===== src/rtl/rotation_matrix_to_euler_unit_defines.svh =====
// Assertion macros for the rotation matrix to Euler angle unit.
// Each macro expects clk and rst_n to be visible where it is used.
`ifndef ROTATION_MATRIX_TO_EULER_UNIT_DEFINES_SVH
`define ROTATION_MATRIX_TO_EULER_UNIT_DEFINES_SVH

// Checks that the consequent holds in the same cycle as the antecedent.
`define RME_ASSERT_IMPLY(name, ante, cons) \
    name: assert property (@(posedge clk) disable iff (!rst_n) (ante) |-> (cons)) \
        else $error("rme assertion failed");

// Checks that the consequent holds after the antecedent, delayed by the lat argument.
`define RME_ASSERT_DELAY(name, ante, lat, cons) \
    name: assert property (@(posedge clk) disable iff (!rst_n) (ante) |-> ##(lat) (cons)) \
        else $error("rme assertion failed");

`endif


===== src/rtl/rme_pkg.sv =====
// Shared types, constants and helper functions of the rotation matrix to Euler unit.
// Depends on nothing; every RTL module imports it.
`timescale 1ns / 1ps
`default_nettype none

package rme_pkg;

    localparam int CORDIC_STAGES = 14;
    localparam int TABLE_LEN = 24;
    localparam int SQRT_STEPS = 29;
    // Input register, two root chains, mid and prep registers, CORDIC chain, output register.
    localparam int LATENCY = 2 * SQRT_STEPS + CORDIC_STAGES + 4;

    localparam logic signed [31:0] PI_Z = 32'sd843314857;
    localparam logic signed [33:0] PI_ANG = 34'sd843314857;
    localparam logic signed [33:0] HALF_PI_ANG = 34'sd421657428;

    typedef enum logic [1:0] {
        OP_XYZ = 2'd0,
        OP_YZX = 2'd1,
        OP_ZXY = 2'd2,
        OP_UNUSED = 2'd3
    } op_t;

    typedef enum logic [1:0] {
        AXIS_X = 2'd0,
        AXIS_Y = 2'd1,
        AXIS_Z = 2'd2
    } axis_t;

    typedef struct packed {
        logic [1:0]         operation;
        logic signed [15:0] m_00;
        logic signed [15:0] m_01;
        logic signed [15:0] m_02;
        logic signed [15:0] m_10;
        logic signed [15:0] m_11;
        logic signed [15:0] m_12;
        logic signed [15:0] m_20;
        logic signed [15:0] m_21;
        logic signed [15:0] m_22;
    } cmd_t;

    typedef struct packed {
        logic signed [15:0] angle_x;
        logic signed [15:0] angle_y;
        logic signed [15:0] angle_z;
        logic               gimbal_lock;
    } result_t;

    typedef struct packed {
        logic [57:0] v;
        logic [30:0] rem;
        logic [28:0] root;
    } sq_t;

    typedef struct packed {
        logic signed [33:0] x;
        logic signed [33:0] y;
        logic signed [31:0] z;
        logic               zero;
    } lane_t;

    typedef struct packed {
        logic               valid;
        logic               bad_op;
        logic               lock;
        logic               lock_neg;
        logic               dneg;
        axis_t              slot_p;
        axis_t              slot_s;
        axis_t              slot_t;
        logic signed [15:0] p;
        logic signed [15:0] e;
        logic signed [15:0] ta;
        logic signed [15:0] tb;
        logic signed [15:0] la;
        logic signed [15:0] lb;
        logic [31:0]        pp;
        logic [31:0]        ee;
        logic [57:0]        vq;
        logic [28:0]        c;
        sq_t                sq;
        lane_t [2:0]        lane;
    } work_t;

    function automatic logic signed [31:0] atan_entry(input logic [4:0] idx);
        logic signed [31:0] r;
        begin
            case (idx)
                5'd0:    r = 32'sd210828714;
                5'd1:    r = 32'sd124459457;
                5'd2:    r = 32'sd65760959;
                5'd3:    r = 32'sd33381290;
                5'd4:    r = 32'sd16755422;
                5'd5:    r = 32'sd8385879;
                5'd6:    r = 32'sd4193963;
                5'd7:    r = 32'sd2097109;
                5'd8:    r = 32'sd1048571;
                5'd9:    r = 32'sd524287;
                5'd10:   r = 32'sd262144;
                5'd11:   r = 32'sd131072;
                5'd12:   r = 32'sd65536;
                5'd13:   r = 32'sd32768;
                5'd14:   r = 32'sd16384;
                5'd15:   r = 32'sd8192;
                5'd16:   r = 32'sd4096;
                5'd17:   r = 32'sd2048;
                5'd18:   r = 32'sd1024;
                5'd19:   r = 32'sd512;
                5'd20:   r = 32'sd256;
                5'd21:   r = 32'sd128;
                5'd22:   r = 32'sd64;
                5'd23:   r = 32'sd32;
                default: r = 32'sd0;
            endcase
            return r;
        end
    endfunction

    // Element in Q1.14 scaled to the Q28 length format.
    function automatic logic signed [33:0] scale14(input logic signed [15:0] v);
        return {{4{v[15]}}, v, 14'b0};
    endfunction

    // Folds a vector into the right half plane before the CORDIC rotations.
    function automatic lane_t lane_prep(input logic signed [33:0] y,
                                        input logic signed [33:0] x);
        lane_t l;
        begin
            l.zero = (x == 34'sd0) && (y == 34'sd0);
            if (x < 34'sd0) begin
                l.z = (y >= 34'sd0) ? PI_Z : -PI_Z;
                l.x = -x;
                l.y = -y;
            end
            else begin
                l.z = 32'sd0;
                l.x = x;
                l.y = y;
            end
            return l;
        end
    endfunction

    // Q28 angle to Q3.12, rounding half toward plus infinity.
    function automatic logic signed [15:0] to_q12(input logic signed [33:0] v);
        logic signed [33:0] t;
        begin
            t = v + 34'sd32768;
            return t[31:16];
        end
    endfunction

endpackage

`default_nettype wire


===== src/rtl/rme_cordic_cell.sv =====
// One vectoring CORDIC cell, applied to the three angle lanes of a pipeline word.
// Depends on rme_pkg for the word type and the arctangent table.
`timescale 1ns / 1ps
`default_nettype none

module rme_cordic_cell (
    input  logic           clk,
    input  logic           rst_n,
    input  logic [4:0]     stage,
    input  rme_pkg::work_t din,
    output rme_pkg::work_t dout
);
    import rme_pkg::*;

    work_t              work_reg;
    work_t              work_next;
    logic signed [33:0] dx [3];
    logic signed [33:0] dy [3];
    logic signed [31:0] step_angle;

    always_comb
    begin
        work_next = din;
        step_angle = atan_entry(stage);
        for (int l = 0; l < 3; l++)
        begin
            dx[l] = din.lane[l].x >>> stage;
            dy[l] = din.lane[l].y >>> stage;
            // Rotate toward the x axis; a zero y takes the counterclockwise branch.
            if (din.lane[l].y > 34'sd0)
            begin
                work_next.lane[l].x = din.lane[l].x + dy[l];
                work_next.lane[l].y = din.lane[l].y - dx[l];
                work_next.lane[l].z = din.lane[l].z + step_angle;
            end
            else
            begin
                work_next.lane[l].x = din.lane[l].x - dy[l];
                work_next.lane[l].y = din.lane[l].y + dx[l];
                work_next.lane[l].z = din.lane[l].z - step_angle;
            end
        end
    end

    always_ff @(posedge clk or negedge rst_n)
    begin
        if (!rst_n)
        begin
            work_reg <= '0;
        end
        else
        begin
            work_reg <= work_next;
        end
    end

    assign dout = work_reg;

endmodule

`default_nettype wire


===== config.mk =====
export PLATFORM = sky130hd
export DESIGN_NAME = rme_cordic_cell
export DESIGN_NICKNAME = d
export VERILOG_FILES = /design/src/rtl/rotation_matrix_to_euler_unit_defines.svh /design/src/rtl/rme_pkg.sv /design/src/rtl/rme_cordic_cell.sv
export SDC_FILE = /design/constraint.sdc
export NUM_CORES = 2
export LEC_CHECK = 0
export BUFFER_PORTS_ARGS = -buffer_cell sky130_fd_sc_hd__buf_4
export CELL_PAD_IN_SITES_DETAIL_PLACEMENT = 2
export CELL_PAD_IN_SITES_GLOBAL_PLACEMENT = 2
export CORE_AREA = 2 2 525 527
export DETAILED_ROUTE_END_ITERATION = 10
export DIE_AREA = 0 0 527 529
export MAX_ROUTING_LAYER = met4
export PLACE_DENSITY_LB_ADDON = 0.1
export SLEW_MARGIN = 20
export SYNTH_ARGS = -nofsm -noshare
export SYNTH_HDL_FRONTEND = slang
export SYNTH_SLANG_ARGS = --single-unit

===== constraint.sdc =====
create_clock -name clk -period 0.8 [get_ports clk]
set_clock_uncertainty 0.1 [all_clocks]
set_input_delay 0.08 -clock clk [delete_from_list [all_inputs] [get_ports clk]]
set_output_delay 0.08 -clock clk [all_outputs]
set_load 0.005 [all_outputs]

==> metrics.yaml <==
max_slew_margin: 0.3653
placed_cells: 12212
start_util: 0.1862
dp_slack_ns: -5.710
final_nets: 10720
ys.flop_type: "dfrtp_1"
synthArstFlopShare: 1.000
leakage_nw: 47.52
grt_pass1_wl_um: 607900
syn-mean-instance-area_um2: 9.992
cp_max_fo: 5
clk_pin_slew_ns: 0.07
wl_per_cell_um: 33.45
crit_type: "primary input to register"
powerDensity_mw_per_mm2: 1944
ys_seq_area_frac: 0.3344
hold_end: "dout[103]$_DFF_PN0_"
synth-edff-count: 0
rsz0062_at_grt: "yes"
vdd_drop_max_mv: 1.486
syn_inst: 5085
cts_buffers: 96
ys_warn_count: 0
max_freq_ghz: 0.1934
maxSlewViolCount: 0
synth_cell_type_count: 109
critPathTopFamily: "compound AO/OA/AOI/OAI gates"
postRouteWirelength_um: 449600
drtIter0Drc: 3365
rows: 192
seqCellArea_mm2: 0.01699
drv_cap: 0
largest_register_ffs: 679
worstPathRequired_ns: 1.41
clock_sinks: 679
ys_seq_elements: 679
drc: 0
cp_common_cell: "buf_6"
grt_overflow: 0
holdPathStages: 2
endpoint_kind: "register"
syn-cell-area_mm2: 0.05081
gp_congestion: 0.9553
slowest_stage: "or4_4"
whs_ns: -0.5427
grt_max_degree: 63
start_kind: "primary input"
synth_top_cell_area_share: 0.3344
min_period_ns: 5.170
worst_pin_slew_ns: 0.9401
cp.arrival_ns: 5.78
grtUsageTotal: 0.3216
multi_input_area_mm2: 0.03684
hp-class: "primary input to register"
final-setup-viol-count: 1041
fin_crit_sh: 6.463
status: "finished with violations"
finalNonFillerCells: 13441
die_area_mm2: 0.2788
final_core_util: 0.3775
root_buffer: "clkbuf_16"
violations: "hold timing, setup timing"
vias: 63602
fp.dieH_um: 529
numPortBuffers: 1364
grt_pass1_vias: 69982
ant_nets: 0
routed_via_density: 4.732
synth_nets: 6082
max_stage_delay_ns: 0.44
area_growth_pct: 102.7
place_hpwl_um: 374300
grt_antenna_before_repair: 109
yosysTopAreaCell: "dfrtp_1"
layout_setup_ws_ns: -4.370
holdBufCountCts: 760
io_pins: 1365
min_from: "din[103]"
die_width_um: 527
cp_num_buf_inv: 9
crit_start: "stage[0]"
cts_buffer_depth: 4
fill_cells: 29315
ys_top_cells_by_area: "dfrtp_1 (33%), mux4_2 (11%), ha_1 (7.4%), xnor2_1 (5.2%), a21oi_1 (3.7%)"
dr.pass1.iters: 6
htreeDepth: 3
drive_above_1_share: 0.5411
core_mm2: 0.2729
hold_viol_final: 380
cts_tree: "built"
[worst max path at each step]
stage | to | slack, ns | cells after the start
after global routing | dout[302]$_DFF_PN0_ | -4.55 | 30
after floorplan | dout[200]$_DFF_PN0_ | -4.80 | 27
after detailed placement | dout[200]$_DFF_PN0_ | -5.71 | 24
final | dout[99]$_DFF_PN0_ | -4.37 | 28
after global placement | dout[200]$_DFF_PN0_ | -5.68 | 24
after CTS | dout[200]$_DFF_PN0_ | -4.29 | 24
[stage by stage]
| step | total power, mW | setup TNS, ns | area (um^2) | hold WS [ns] |
|---|---|---|---|---|
| 2_1_floorplan | 77.50 | -1011.63 | 52390 | -0.3156 |
| 3_3_place_gp | 139.2 | -1252.11 | 85610 | 0.08957 |
| 3_5_place_dp | 140.1 | -1263.94 | 85610 | 0.09033 |
| 4_1_cts | 198.4 | -1491.21 | 100900 | -0.5959 |
| 5_1_grt | 209.1 | -1561.05 | 103000 | -0.5483 |
| 6_report | 200.3 | -1496.81 | 103000 | -0.5427 |
[metal layers]
| metal | vias up | GRT usage | wire length, um |
|---|---|---|---|
| met5 | - | - | 0 |
| met4 | 0 | 0.1126 | 19890 |
| met3 | 469 | 0.03285 | 16750 |
| met2 | 1725 | 0.5202 | 211300 |
| met1 | 33166 | 0.4166 | 201600 |
| li1 | 28242 | - | - |
[layout by cell type, fill, tap and decap left out, drive strengths merged, types with 62 or more instances in the layout]
cell | netlist | layout
o21ai | 293 | 293
dlygate4sd3 | 0 | 760
clkbuf | 112 | 122
nor2 | 414 | 414
xor2 | 149 | 149
dfrtp | 679 | 679
mux2i | 168 | 168
nand2 | 393 | 393
nand3 | 88 | 88
mux2 | 90 | 90
xnor2 | 300 | 300
mux4 | 261 | 261
a21oi | 378 | 378
o21a | 62 | 62
buf | 134 | 4021
ha | 302 | 302
a21o | 106 | 106
nor2b | 67 | 67
inv | 131 | 135
nor3 | 107 | 107
[synth_stat cells, types with 43 or more instances]
cell      count
xor2_1      149
ha_1        302
mux4_2      253
a211oi_1     56
mux2_2       82
o22ai_1      47
nand2_1     393
a21oi_1     378
and3_1       58
nor2_1      409
dfrtp_1     679
inv_1       129
o21bai_1     43
clkbuf_1    107
buf_2        60
a21o_1      106
xnor2_1     300
mux2i_1     168
nand3_1      87
nor3_1      102
o21a_1       62
nand2b_1     51
o21ai_0     281
nor2b_1      67
[where the power goes]
group / switching (mW) / internal (mW)
clock: 19.3 / 28.2
sequential: 3.72 / 41.4
combinational: 53.9 / 53.8
[cells by family after synthesis]
group                      count (synthesis)  synth area share
and+or+nand+nor                         1393            0.1324
AOI/OAI and AO/OA                       1353            0.1730
DFF                                      679            0.3344
muxes                                    519            0.1695
xor gates and xnor gates                 449           0.07739
buffers and inverters                    381           0.03539
adders and majority gates                311           0.07791
[repair_timing]
action / CTS / global route
setup buffers: 176 / 99
setup endpoints to repair: 979 / 1028
endpoints found under the hold margin: 1341 / 392
pin swaps: 245 / 243
gates resized for setup: 569 / 281
cloned: 8 / 1
[cell type report]
class                      count  area share
multi-input combinational   4025      0.3577
sequential                   679      0.1649
tap                         3589     0.04359
clock buffer                 120     0.02556
inverter                     135    0.005199
antenna                       58    0.001409
timing repair buffer        4786      0.3948
clock inverter                49    0.006838
Note: power is estimated with default switching activity, not from simulation.
