==> src/rtl/rotation_matrix_to_euler_unit_defines.svh <==
// Assertion macros for the rotation matrix to Euler angle unit.
// Each macro expects clk and rst_n to be visible where it is used.
`ifndef ROTATION_MATRIX_TO_EULER_UNIT_DEFINES_SVH
`define ROTATION_MATRIX_TO_EULER_UNIT_DEFINES_SVH

// Checks that the consequent holds in the same cycle as the antecedent.
`define RME_ASSERT_IMPLY(name, ante, cons) \
    name: assert property (@(posedge clk) disable iff (!rst_n) (ante) |-> (cons)) \
        else $error("rme assertion failed");

// Checks that the consequent holds after the antecedent, delayed by the lat argument.
`define RME_ASSERT_DELAY(name, ante, lat, cons) \
    name: assert property (@(posedge clk) disable iff (!rst_n) (ante) |-> ##(lat) (cons)) \
        else $error("rme assertion failed");

`endif

==> src/rtl/rme_pkg.sv <==
// Shared types, constants and helper functions of the rotation matrix to Euler unit.
// Depends on nothing; every RTL module imports it.
`timescale 1ns / 1ps
`default_nettype none

package rme_pkg;

    localparam int CORDIC_STAGES = 14;
    localparam int TABLE_LEN = 24;
    localparam int SQRT_STEPS = 29;
    // Input register, two root chains, mid and prep registers, CORDIC chain, output register.
    localparam int LATENCY = 2 * SQRT_STEPS + CORDIC_STAGES + 4;

    localparam logic signed [31:0] PI_Z = 32'sd843314857;
    localparam logic signed [33:0] PI_ANG = 34'sd843314857;
    localparam logic signed [33:0] HALF_PI_ANG = 34'sd421657428;

    typedef enum logic [1:0] {
        OP_XYZ = 2'd0,
        OP_YZX = 2'd1,
        OP_ZXY = 2'd2,
        OP_UNUSED = 2'd3
    } op_t;

    typedef enum logic [1:0] {
        AXIS_X = 2'd0,
        AXIS_Y = 2'd1,
        AXIS_Z = 2'd2
    } axis_t;

    typedef struct packed {
        logic [1:0]         operation;
        logic signed [15:0] m_00;
        logic signed [15:0] m_01;
        logic signed [15:0] m_02;
        logic signed [15:0] m_10;
        logic signed [15:0] m_11;
        logic signed [15:0] m_12;
        logic signed [15:0] m_20;
        logic signed [15:0] m_21;
        logic signed [15:0] m_22;
    } cmd_t;

    typedef struct packed {
        logic signed [15:0] angle_x;
        logic signed [15:0] angle_y;
        logic signed [15:0] angle_z;
        logic               gimbal_lock;
    } result_t;

    typedef struct packed {
        logic [57:0] v;
        logic [30:0] rem;
        logic [28:0] root;
    } sq_t;

    typedef struct packed {
        logic signed [33:0] x;
        logic signed [33:0] y;
        logic signed [31:0] z;
        logic               zero;
    } lane_t;

    typedef struct packed {
        logic               valid;
        logic               bad_op;
        logic               lock;
        logic               lock_neg;
        logic               dneg;
        axis_t              slot_p;
        axis_t              slot_s;
        axis_t              slot_t;
        logic signed [15:0] p;
        logic signed [15:0] e;
        logic signed [15:0] ta;
        logic signed [15:0] tb;
        logic signed [15:0] la;
        logic signed [15:0] lb;
        logic [31:0]        pp;
        logic [31:0]        ee;
        logic [57:0]        vq;
        logic [28:0]        c;
        sq_t                sq;
        lane_t [2:0]        lane;
    } work_t;

    function automatic logic signed [31:0] atan_entry(input logic [4:0] idx);
        logic signed [31:0] r;
        begin
            case (idx)
                5'd0:    r = 32'sd210828714;
                5'd1:    r = 32'sd124459457;
                5'd2:    r = 32'sd65760959;
                5'd3:    r = 32'sd33381290;
                5'd4:    r = 32'sd16755422;
                5'd5:    r = 32'sd8385879;
                5'd6:    r = 32'sd4193963;
                5'd7:    r = 32'sd2097109;
                5'd8:    r = 32'sd1048571;
                5'd9:    r = 32'sd524287;
                5'd10:   r = 32'sd262144;
                5'd11:   r = 32'sd131072;
                5'd12:   r = 32'sd65536;
                5'd13:   r = 32'sd32768;
                5'd14:   r = 32'sd16384;
                5'd15:   r = 32'sd8192;
                5'd16:   r = 32'sd4096;
                5'd17:   r = 32'sd2048;
                5'd18:   r = 32'sd1024;
                5'd19:   r = 32'sd512;
                5'd20:   r = 32'sd256;
                5'd21:   r = 32'sd128;
                5'd22:   r = 32'sd64;
                5'd23:   r = 32'sd32;
                default: r = 32'sd0;
            endcase
            return r;
        end
    endfunction

    // Element in Q1.14 scaled to the Q28 length format.
    function automatic logic signed [33:0] scale14(input logic signed [15:0] v);
        return {{4{v[15]}}, v, 14'b0};
    endfunction

    // Folds a vector into the right half plane before the CORDIC rotations.
    function automatic lane_t lane_prep(input logic signed [33:0] y,
                                        input logic signed [33:0] x);
        lane_t l;
        begin
            l.zero = (x == 34'sd0) && (y == 34'sd0);
            if (x < 34'sd0) begin
                l.z = (y >= 34'sd0) ? PI_Z : -PI_Z;
                l.x = -x;
                l.y = -y;
            end
            else begin
                l.z = 32'sd0;
                l.x = x;
                l.y = y;
            end
            return l;
        end
    endfunction

    // Q28 angle to Q3.12, rounding half toward plus infinity.
    function automatic logic signed [15:0] to_q12(input logic signed [33:0] v);
        logic signed [33:0] t;
        begin
            t = v + 34'sd32768;
            return t[31:16];
        end
    endfunction

endpackage

`default_nettype wire

==> src/rtl/rme_sqrt_cell.sv <==
// One cell of the integer square root chain: settles one root bit per cell.
// Depends on rme_pkg for the pipeline word type.
`timescale 1ns / 1ps
`default_nettype none

module rme_sqrt_cell (
    input  logic           clk,
    input  logic           rst_n,
    input  rme_pkg::work_t din,
    output rme_pkg::work_t dout
);
    import rme_pkg::*;

    work_t       work_reg;
    work_t       work_next;
    logic [32:0] rem_ext;
    logic [32:0] trial;

    always_comb
    begin
        work_next = din;
        rem_ext = {din.sq.rem, din.sq.v[57:56]};
        trial = {2'b00, din.sq.root, 2'b01};
        work_next.sq.v = {din.sq.v[55:0], 2'b00};
        if (rem_ext >= trial)
        begin
            work_next.sq.rem = 31'(rem_ext - trial);
            work_next.sq.root = {din.sq.root[27:0], 1'b1};
        end
        else
        begin
            work_next.sq.rem = rem_ext[30:0];
            work_next.sq.root = {din.sq.root[27:0], 1'b0};
        end
    end

    always_ff @(posedge clk or negedge rst_n)
    begin
        if (!rst_n)
        begin
            work_reg <= '0;
        end
        else
        begin
            work_reg <= work_next;
        end
    end

    assign dout = work_reg;

endmodule

`default_nettype wire

==> config.mk <==
export PLATFORM = sky130hd
export DESIGN_NAME = rme_sqrt_cell
export DESIGN_NICKNAME = d
export VERILOG_FILES = /design/src/rtl/rotation_matrix_to_euler_unit_defines.svh /design/src/rtl/rme_pkg.sv /design/src/rtl/rme_sqrt_cell.sv
export SDC_FILE = /design/constraint.sdc
export NUM_CORES = 1
export LEC_CHECK = 0
export ABC_AREA = 1
export BUFFER_PORTS_ARGS = -buffer_cell sky130_fd_sc_hd__clkbuf_2
export CORE_AREA = 5 5 524 526
export DETAILED_ROUTE_END_ITERATION = 12
export DIE_AREA = 0 0 529 531
export GPL_TIMING_DRIVEN = 0
export HOLD_SLACK_MARGIN = 0.12
export PLACE_DENSITY = 0.3
export SKIP_LAST_GASP = 1
export SLEW_MARGIN = 15
export SYNTH_ARGS = -nofsm -noshare
export SYNTH_HDL_FRONTEND = slang
export SYNTH_SLANG_ARGS = --single-unit
==> constraint.sdc <==
create_clock -name clk -period 0.8 [get_ports clk]
set_input_delay 0.16 -clock clk [delete_from_list [all_inputs] [get_ports clk]]
set_output_delay 0.16 -clock clk [all_outputs]
set_load 0.02 [all_outputs]
==> metrics, run 1 <==
status=finished with violations; failing checks=hold timing, setup timing; setup violators final=736; CP Launch Type=input port; crit path DAT=2350 ps; share of post-route cells with drive strength above 1=0.447; ranking of synthesized cells by area=dfrtp_1, nand2_1, inv_1; Worst Max-Slew Pin Slew=524 ps; Post-Syn Instances=1300; vias in the first global route=23600; Fmax=585 MHz; Largest register FFs=677; initial antenna violation count=132; Max Transition Viols Final=0; Critical-path top delay cell=dlygate4sd3_1; port bufs=1357; Yosys top cell by area=dfrtp_1; I/O pin count=1360; Final nets=4786; clock sink count=677; register area share after synthesis=0.847; largest net degree at the start of global routing=91; Final ANT Viol Nets=0; CTS buffer count=101; Crit path largest cell delay=610 ps; Site Rows=191; first-pass GRT wire length=239000 um; Post-route DRC=0; initial core utilization=0.0742; VDD IR max=0.00154 V; Reg area=17000 um^2; Die Ht=531 um; Critical Path End Type=flop; final period utilization=2.14; Layout area overhead=178%; initial drt markers=706; GRT Util Overall=0.131; Cell Area, Synth=20000 um^2; Power Dens Cells=1960 nW/um^2; routed vias/inst=2.78; relative slew slack=0.650; Total Neg Setup Slack=-489670 ps; crit path cell chain=clkbuf_2 > dlygate4sd3_1 > ha_4 > nand2_4 > nor2_4 > nand2_2 > nor2_4 > nand2_2 > nand3_4 > nor2_4 > buf_6 > buf_8 > nand3_2 > nand2_1; Unique masters post-synth=31; count of final hold-check violations=422; post-route minimum period=1710 ps; gr ovfl total=0; GP Congestion=0.856; CP dominant cell by count=nor2_4; WL per Instance=25.0 um; Routed WL=194000 um; Multi-input gate area=3660 um^2; Max Cap Violations=0; hpwl dp=160000 um; CTS tree=built; FF+latch count, synth=677; Total Die Area=281000 um^2; fill count=29200; cell leakage power=25.2 nW; critical path class=in2reg; Placeable Area=270000 um^2; Clock Tree Root=clkbuf_16; critical path fanouts, max=5; Final WS setup=-909 ps; Required @ worst endpoint=1440 ps; syn avg cell area=15.4 um^2; min-delay worst type=in2async; Final Hold Slack=-733 ps; Synthesis Warnings=0; Pre-antenna DRT Iters=5; die span in x=529 um; worst-case clock buffer depth=4; H-Tree Depth=3; top-area cell type share of the netlist area=0.847; unrepaired setup endpoints after global routing=true; Clk pin slew, worst setup/hold paths=50 ps; Tot Pwr=109 mW; routed vias=21600
## cell usage after synthesis
master	instances
nand2_1	263
nand4_1	4
nand3_2	16
nand2b_1	1
o21ai_0	2
conb_1	1
buf_6	1
nand2_2	4
buf_8	1
xor2_1	13
ha_1	31
nand3b_1	9
o21bai_1	1
buf_4	2
buf_12	1
nor2_1	31
nor3_1	5
buf_2	7
nor3_2	1
nor2_4	1
nand2_4	1
dfrtp_1	677
inv_1	142
inv_2	2
a211oi_1	1
nor2_2	4
nand3_1	54
a21oi_1	18
and2_1	4
nand2_8	1
xnor2_1	1
## path summary, 6_finish.rpt
| path | startpoint | cells after the start | slack [ps] | to |
|---|---|---|---|---|
| max in group asynchronous | rst_n | 5 | 160 | dout[71] |
| setup / recovery | din[339] | 14 | -910 | dout[347] |
| min in group clk | din[329] | 1 | -490 | dout[330] |
| hold / removal | rst_n | 1 | -730 | dout[347] |
## cell type report
class,instances,area share
clock inverter,46,0.0140
sequential,677,0.306
clock buffer,129,0.0499
inverter,144,0.0102
antenna,53,0.00239
tap,3570,0.0804
buffer,11,0.00263
timing repair buffer,2670,0.469
multi-input combinational,469,0.0658
## where the power goes
part / total (mW) / internal [mW] / switching [mW]
clock network: 49.3 / 30.5 / 18.8
registers: 37.7 / 36.3 / 1.44
logic: 22.0 / 11.6 / 10.5
total: 109 / 78.4 / 30.7
## layer usage
metal | vias up | GRT usage | part of all wire
li1 | 9634 | - | -
met3 | 354 | 0.0620 | 0.11
met4 | 18 | 0.0481 | 0.041
met2 | 1118 | 0.215 | 0.47
met1 | 10500 | 0.147 | 0.38
met5 | - | 0 | 0.00063
## cell families after synthesis
| kind of cell | after synthesis | share of synthesized area |
|---|---|---|
| DFF | 677 | 0.847 |
| and+or+nand+nor | 399 | 0.0893 |
| buffers and inverters | 156 | 0.0319 |
| adders and majority gates | 31 | 0.0194 |
| AOI/OAI and AO/OA | 22 | 0.00576 |
| xor gates and xnor gates | 14 | 0.00613 |
| other | 1 | 0.000188 |
## cell usage in the layout (no fill, tap or decap), types with 52 or more instances in the layout
cell type,n
buf_6,288
buf_8,370
clkbuf_16,114
clkbuf_2,654
clkbuf_8,52
dfrtp_1,645
diode_2,53
dlygate4sd3_1,1259
inv_1,100
nand2_1,168
nand2_2,55
## worst max-delay path: cells and delay by family
kind                       cells  cell delay (ps)
adders and majority gates      1              340
buffers and inverters          4              960
and+or+nand+nor                9              860
## through the flow
step / std cells / util / worst slack (ps) / instance area [um^2] / hold slack (ps)
5_1_grt: 7752 / 0.206 / -905 / 55500 / -783
4_1_cts: 7660 / 0.191 / -959 / 51500 / -744
6_report: 7769 / 0.206 / -909 / 55600 / -733
3_5_place_dp: 6237 / 0.118 / -1600 / 31900 / 151
2_1_floorplan: 1301 / - / -740 / 20400 / -136
3_3_place_gp: 6228 / 0.117 / -19580 / 31600 / 268
## timing repair
item | in CTS | in global routing
cloned | 0 | 13
setup endpoints to repair | 998 | 998
pin swaps | 0 | 90
hold buffers | 1248 | 25
gates resized for setup | 826 | 1570
hold endpoints to repair | 860 | 446
setup buffers | 0 | 31
Note: power is estimated with default switching activity, not from simulation.
==> run 2: changes to the inputs <==
Settings changed: HOLD_SLACK_MARGIN 0.12 to 0.15.
==> metrics, run 2 (synthesis gave the netlist of run 1 again) <==
Logic pwr share=0.202 (about the same); Final Hold Slack=-732 ps (was -733 ps); Power Dens Cells=1960 nW/um^2 (about the same); most frequent cells in the layout=dlygate4sd3_1, clkbuf_2, dfrtp_1 (unchanged); Pint=78.4 mW (about the same); Tot Pwr=109 mW (about the same); Clock Tree Root=clkbuf_16 (unchanged); critical path fanouts, max=5 (unchanged); Worst Max-Slew Pin Slew=523 ps (was 524 ps); initial drt markers=713 (was 706); Fmax=583 MHz (was 585 MHz); routed vias/inst=2.77 (was 2.78); WL per Instance=25.0 um (about the same); Post-route DRC=0 (unchanged); Max Transition Viols Final=0 (unchanged); Total Neg Setup Slack=-489490 ps (was -489670 ps); fill count=29200 (about the same); status=finished with violations (unchanged); unrepaired setup endpoints after global routing=true (unchanged); failing checks=hold timing, setup timing (unchanged); CP Launch Type=input port (unchanged); largest net degree at the start of global routing=91 (unchanged); port bufs=1357 (unchanged); I/O pin count=1360 (unchanged); die span in x=529 um (unchanged); cell leakage power=25.3 nW (was 25.2 nW); initial core utilization=0.0742 (unchanged); relative slew slack=0.651 (was 0.650); Layout area overhead=178% (about the same); NetSw=30.7 mW (about the same); routed vias=21600 (about the same); post-route minimum period=1720 ps (was 1710 ps); hpwl dp=160000 um (unchanged); setup violators final=738 (was 736); dpl cells=6237 (unchanged); Critical Path End Type=flop (unchanged); clock share of power=0.452 (about the same); Reg power frac=0.346 (about the same); gr ovfl total=0 (unchanged); commonest non-fill, non-tap cell in the layout=dlygate4sd3_1 (unchanged); Pre-antenna DRT Iters=4 (was 5); Max Cap Violations=0 (unchanged); initial antenna violation count=132 (unchanged); clock sink count=677 (unchanged); Total Die Area=281000 um^2 (unchanged); critical path class=in2reg (unchanged); Required @ worst endpoint=1430 ps (was 1440 ps); worst-case clock buffer depth=4 (unchanged); CTS tree=built (unchanged); H-Tree Depth=3 (unchanged); vias in the first global route=23600 (about the same); Final nets=4792 (was 4786); final period utilization=2.15 (was 2.14); Clk pin slew, worst setup/hold paths=50 ps (about the same); CTS buffer count=101 (unchanged); Site Rows=191 (unchanged); min-delay worst type=in2async (unchanged); GRT Util Overall=0.131 (about the same); crit path DAT=2350 ps (about the same); Largest register FFs=677 (unchanged); Routed WL=194000 um (about the same); Die Ht=531 um (unchanged); share of post-route cells with drive strength above 1=0.447 (about the same); count of final hold-check violations=423 (was 422); switching share of power=0.281 (about the same); Final WS setup=-916 ps (was -909 ps); GP Congestion=0.856 (unchanged); first-pass GRT wire length=239000 um (about the same); Non-Filler Instances=7778 (was 7769); VDD IR max=0.00154 V (about the same); Placeable Area=270000 um^2 (unchanged); Final ANT Viol Nets=0 (unchanged)
==> run 2: layout make-up <==
class	count	area [um^2]	area share
repair buffers	2676	26100	0.470
flip-flops and latches	677	17000	0.305
well taps	3570	4470	0.0803
multi-input cells	469	3660	0.0657
clock buffers	129	2770	0.0498
clock inverters	46	777	0.0140
inverters	144	566	0.0102
plain buffers	11	146	0.00263
diodes	56	140	0.00252
==> run 2: path summary, 6_finish.rpt <==
kind / depth (start not counted) / slack, ps / endpoint / startpoint
setup / recovery: 14 / -920 / dout[347] / din[339]
max in group asynchronous: 5 / 160 / dout[71] / rst_n
hold / removal: 1 / -730 / dout[347] / rst_n
min in group clk: 1 / -490 / dout[330] / din[329]
==> run 2: layer usage <==
layer | up-vias | track usage | share of wire
met3 | 352 | 0.0620 | 0.11
met2 | 1102 | 0.215 | 0.47
met1 | 10400 | 0.147 | 0.38
li1 | 9657 | - | -
met4 | 16 | 0.0473 | 0.041
met5 | - | 0 | 0.00057
==> run 2: stage by stage <==
step / util / worst slack, ps / area [um^2]
floorplan: - / -740 / 20400
global placement: 0.117 / -19580 / 31600
detailed placement: 0.118 / -1600 / 31900
CTS: 0.191 / -959 / 51500
global route: 0.206 / -905 / 55600
finish: 0.206 / -916 / 55700
==> run 2: critical path, cell delays in order <==
cell,delay (ps)
clkbuf_2,90
dlygate4sd3_1,610
ha_4,340
nand2_4,80
nor2_4,150
nand2_2,90
nor2_4,130
nand2_2,70
nand3_4,80
nor2_4,60
buf_6,140
buf_8,120
nand3_2,100
nand2_1,110
==> run 2: power groups by stage <==
stage,Combinational (mW),Clock (mW),Sequential (mW)
floorplan,1.95,0,40.0
global placement,11.9,0,37.8
detailed placement,12.5,0,37.6
CTS,19.7,52.1,37.3
global route,23.7,52.7,37.9
finish,22.1,49.3,37.7
==> run 2: what timing repair did <==
item / CTS / global route
endpoints found under the hold margin: 882 / 446
gates resized for setup: 826 / 1573
hold buffers: 1255 / 24
gates cloned: 0 / 13
pin swaps: 0 / 91
buffers inserted: 0 / 31
setup endpoints to repair: 998 / 1002
==> run 3: changes to the inputs <==
Clock period 0.8 ns to 2.15 ns, I/O delays scaled along.
==> metrics, run 3 (synthesis gave the netlist of run 1 again) <==
status=finished with violations (unchanged); failing checks=hold timing (was hold timing, setup timing); port bufs=1357 (unchanged); final period utilization=0.972; GRT Util Overall=0.124 (was 0.131); relative slew slack=0.638 (was 0.651); Pint=25.8 mW (was 78.4 mW); Critical Path End Type=flop (unchanged); initial drt markers=654 (was 713); Die Ht=531 um (unchanged); routed vias/inst=2.65 (was 2.77); unrepaired setup endpoints after global routing=true (unchanged); share of post-route cells with drive strength above 1=0.456 (was 0.447); CTS tree=built (unchanged); switching share of power=0.290 (was 0.281); Required @ worst endpoint=2830 ps (was 1430 ps); count of final hold-check violations=50 (was 423); routed vias=19000 (was 21600); CP Launch Type=input port (unchanged); min-delay worst type=in2async (unchanged); H-Tree Depth=3 (unchanged); gr ovfl total=0 (unchanged); setup violators final=0 (was 738); clock sink count=677 (unchanged); worst-case clock buffer depth=4 (unchanged); fill count=30400 (was 29200); dpl cells=6237 (unchanged); WL per Instance=25.2 um (was 25.0 um); Clk pin slew, worst setup/hold paths=50 ps (about the same); pre-CTS worst setup slack=-888 ps (was -1600 ps); VDD IR max=0.000539 V (was 0.00154 V); Post-route DRC=0 (unchanged); initial antenna violation count=146 (was 132); Layout area overhead=112% (was 178%); NetSw=10.5 mW (was 30.7 mW); GP Congestion=0.882 (was 0.856); largest net degree at the start of global routing=95 (was 91); Final nets=4187 (was 4792); most frequent cells in the layout=clkbuf_2, dlygate4sd3_1, dfrtp_1 (was dlygate4sd3_1, clkbuf_2, dfrtp_1); Max Transition Viols Final=0 (unchanged); Finished Core Util=0.157 (was 0.206); Clock Tree Root=clkbuf_16 (unchanged); first-pass GRT wire length=225000 um (was 239000 um); Final ANT Viol Nets=0 (unchanged); post-route minimum period=2090 ps; commonest non-fill, non-tap cell in the layout=clkbuf_2 (was dlygate4sd3_1); Worst Max-Slew Pin Slew=543 ps (was 523 ps); Routed WL=181000 um (was 194000 um); Reg power frac=0.378 (was 0.346); Logic pwr share=0.155 (was 0.202); Max Cap Violations=0 (unchanged); critical path fanouts, max=10 (was 5); Total Die Area=281000 um^2 (unchanged); I/O pin count=1360 (unchanged); Tot Pwr=36.4 mW (was 109 mW); Pre-antenna DRT Iters=5 (was 4); crit path DAT=2780 ps (was 2350 ps); Non-Filler Instances=7182 (was 7778); cell leakage power=20.4 nW (was 25.3 nW); clock share of power=0.467 (was 0.452); Final Hold Slack=-52.2 ps (was -732 ps); Placeable Area=270000 um^2 (unchanged); Fmax=478 MHz; initial core utilization=0.0742 (unchanged); Power Dens Cells=858 nW/um^2 (was 1960 nW/um^2); Site Rows=191 (unchanged); Largest register FFs=677 (unchanged); die span in x=529 um (unchanged); hpwl dp=156000 um (was 160000 um); Total Neg Setup Slack=0 ps (was -489490 ps); critical path class=in2reg (unchanged); vias in the first global route=21200 (was 23600); Final WS setup=59.6 ps (was -916 ps); CTS buffer count=100 (was 101)
-- run 3: cell count changes in the layout (fill, tap and decap cells not counted), sizes merged --
cell,before,now
diode,56,60
bufinv,19,8
dlygate4sd3,1262,699
buf,715,24
nand2,270,269
dlymetal6s4s,3,0
clkbuf,835,1496
clkinvlp,5,14
dlymetal6s2s,1,0
-- run 3: power groups by stage --
| stage | clock network [mW] | logic, mW | registers [mW] |
|---|---|---|---|
| finish | 17.0 | 5.65 | 13.7 |
| global route | 18.3 | 6.19 | 13.8 |
| CTS | 18.0 | 5.80 | 13.7 |
| detailed placement | 0 | 4.48 | 13.9 |
| global placement | 0 | 4.46 | 14.0 |
| floorplan | 0 | 0.641 | 14.9 |
-- run 3: how the worst max path moves through the flow --
stage / end / from / depth (start not counted) / slack (ps)
2_1_floorplan: dout[347] / din[328] / 12 / 270
3_3_place_gp: dout[119] / rst_n / 1 / -18430
3_5_place_dp: dout[57] / rst_n / 6 / -890
4_1_cts: dout[518] / dout[518] / 1 / 4
5_1_grt: dout[349] / din[344] / 13 / 10
6_report: dout[350] / din[353] / 12 / 60
-- run 3: layer usage --
metal  share of wire  routed length, um  track usage
met2            0.45              80700        0.198
met1            0.37              66700        0.133
met4           0.046               8350       0.0471
met5          0.0012                222      0.00308
met3            0.14              25300       0.0749
-- run 3: repair_timing --
action                                  4_1_cts  5_1_grt
hold endpoints to repair                    784      108
buffers inserted                              0        1
endpoints found under the setup margin        1      115
pin swaps                                     0        2
gates resized for setup                       1       59
hold buffers                                700        4
gates cloned                                  0        2
-- run 3: critical path, stage by stage --
cell and delay, ps:
clkbuf_2 80, dlygate4sd3_1 570, ha_2 380, nand2_1 90
nor2_1 200, inv_1 130, nor3_4 250, nand2_4 120
nand2_8 120, buf_12 150, nand3_2 60, nand2_1 150
-- run 3: area by class of cell --
| class | count | area, um^2 | share of cell area |
|---|---|---|---|
| sequential | 677 | 16900 | 0.400 |
| timing repair buffer | 2073 | 14200 | 0.336 |
| tap | 3570 | 4470 | 0.105 |
| clock buffer | 135 | 2840 | 0.0669 |
| multi-input combinational | 468 | 2630 | 0.0619 |
| inverter | 144 | 541 | 0.0127 |
| clock inverter | 44 | 489 | 0.0115 |
| antenna | 60 | 150 | 0.00354 |
| buffer | 11 | 101 | 0.00239 |
-- run 3: per-stage QoR --
stage / hold slack (ps) / cell area [um^2]
after floorplan: 134 / 20000
after global placement: 538 / 31300
after detailed placement: 426 / 31500
after CTS: -368 / 41900
after global routing: -75.3 / 42300
final: -52.2 / 42400
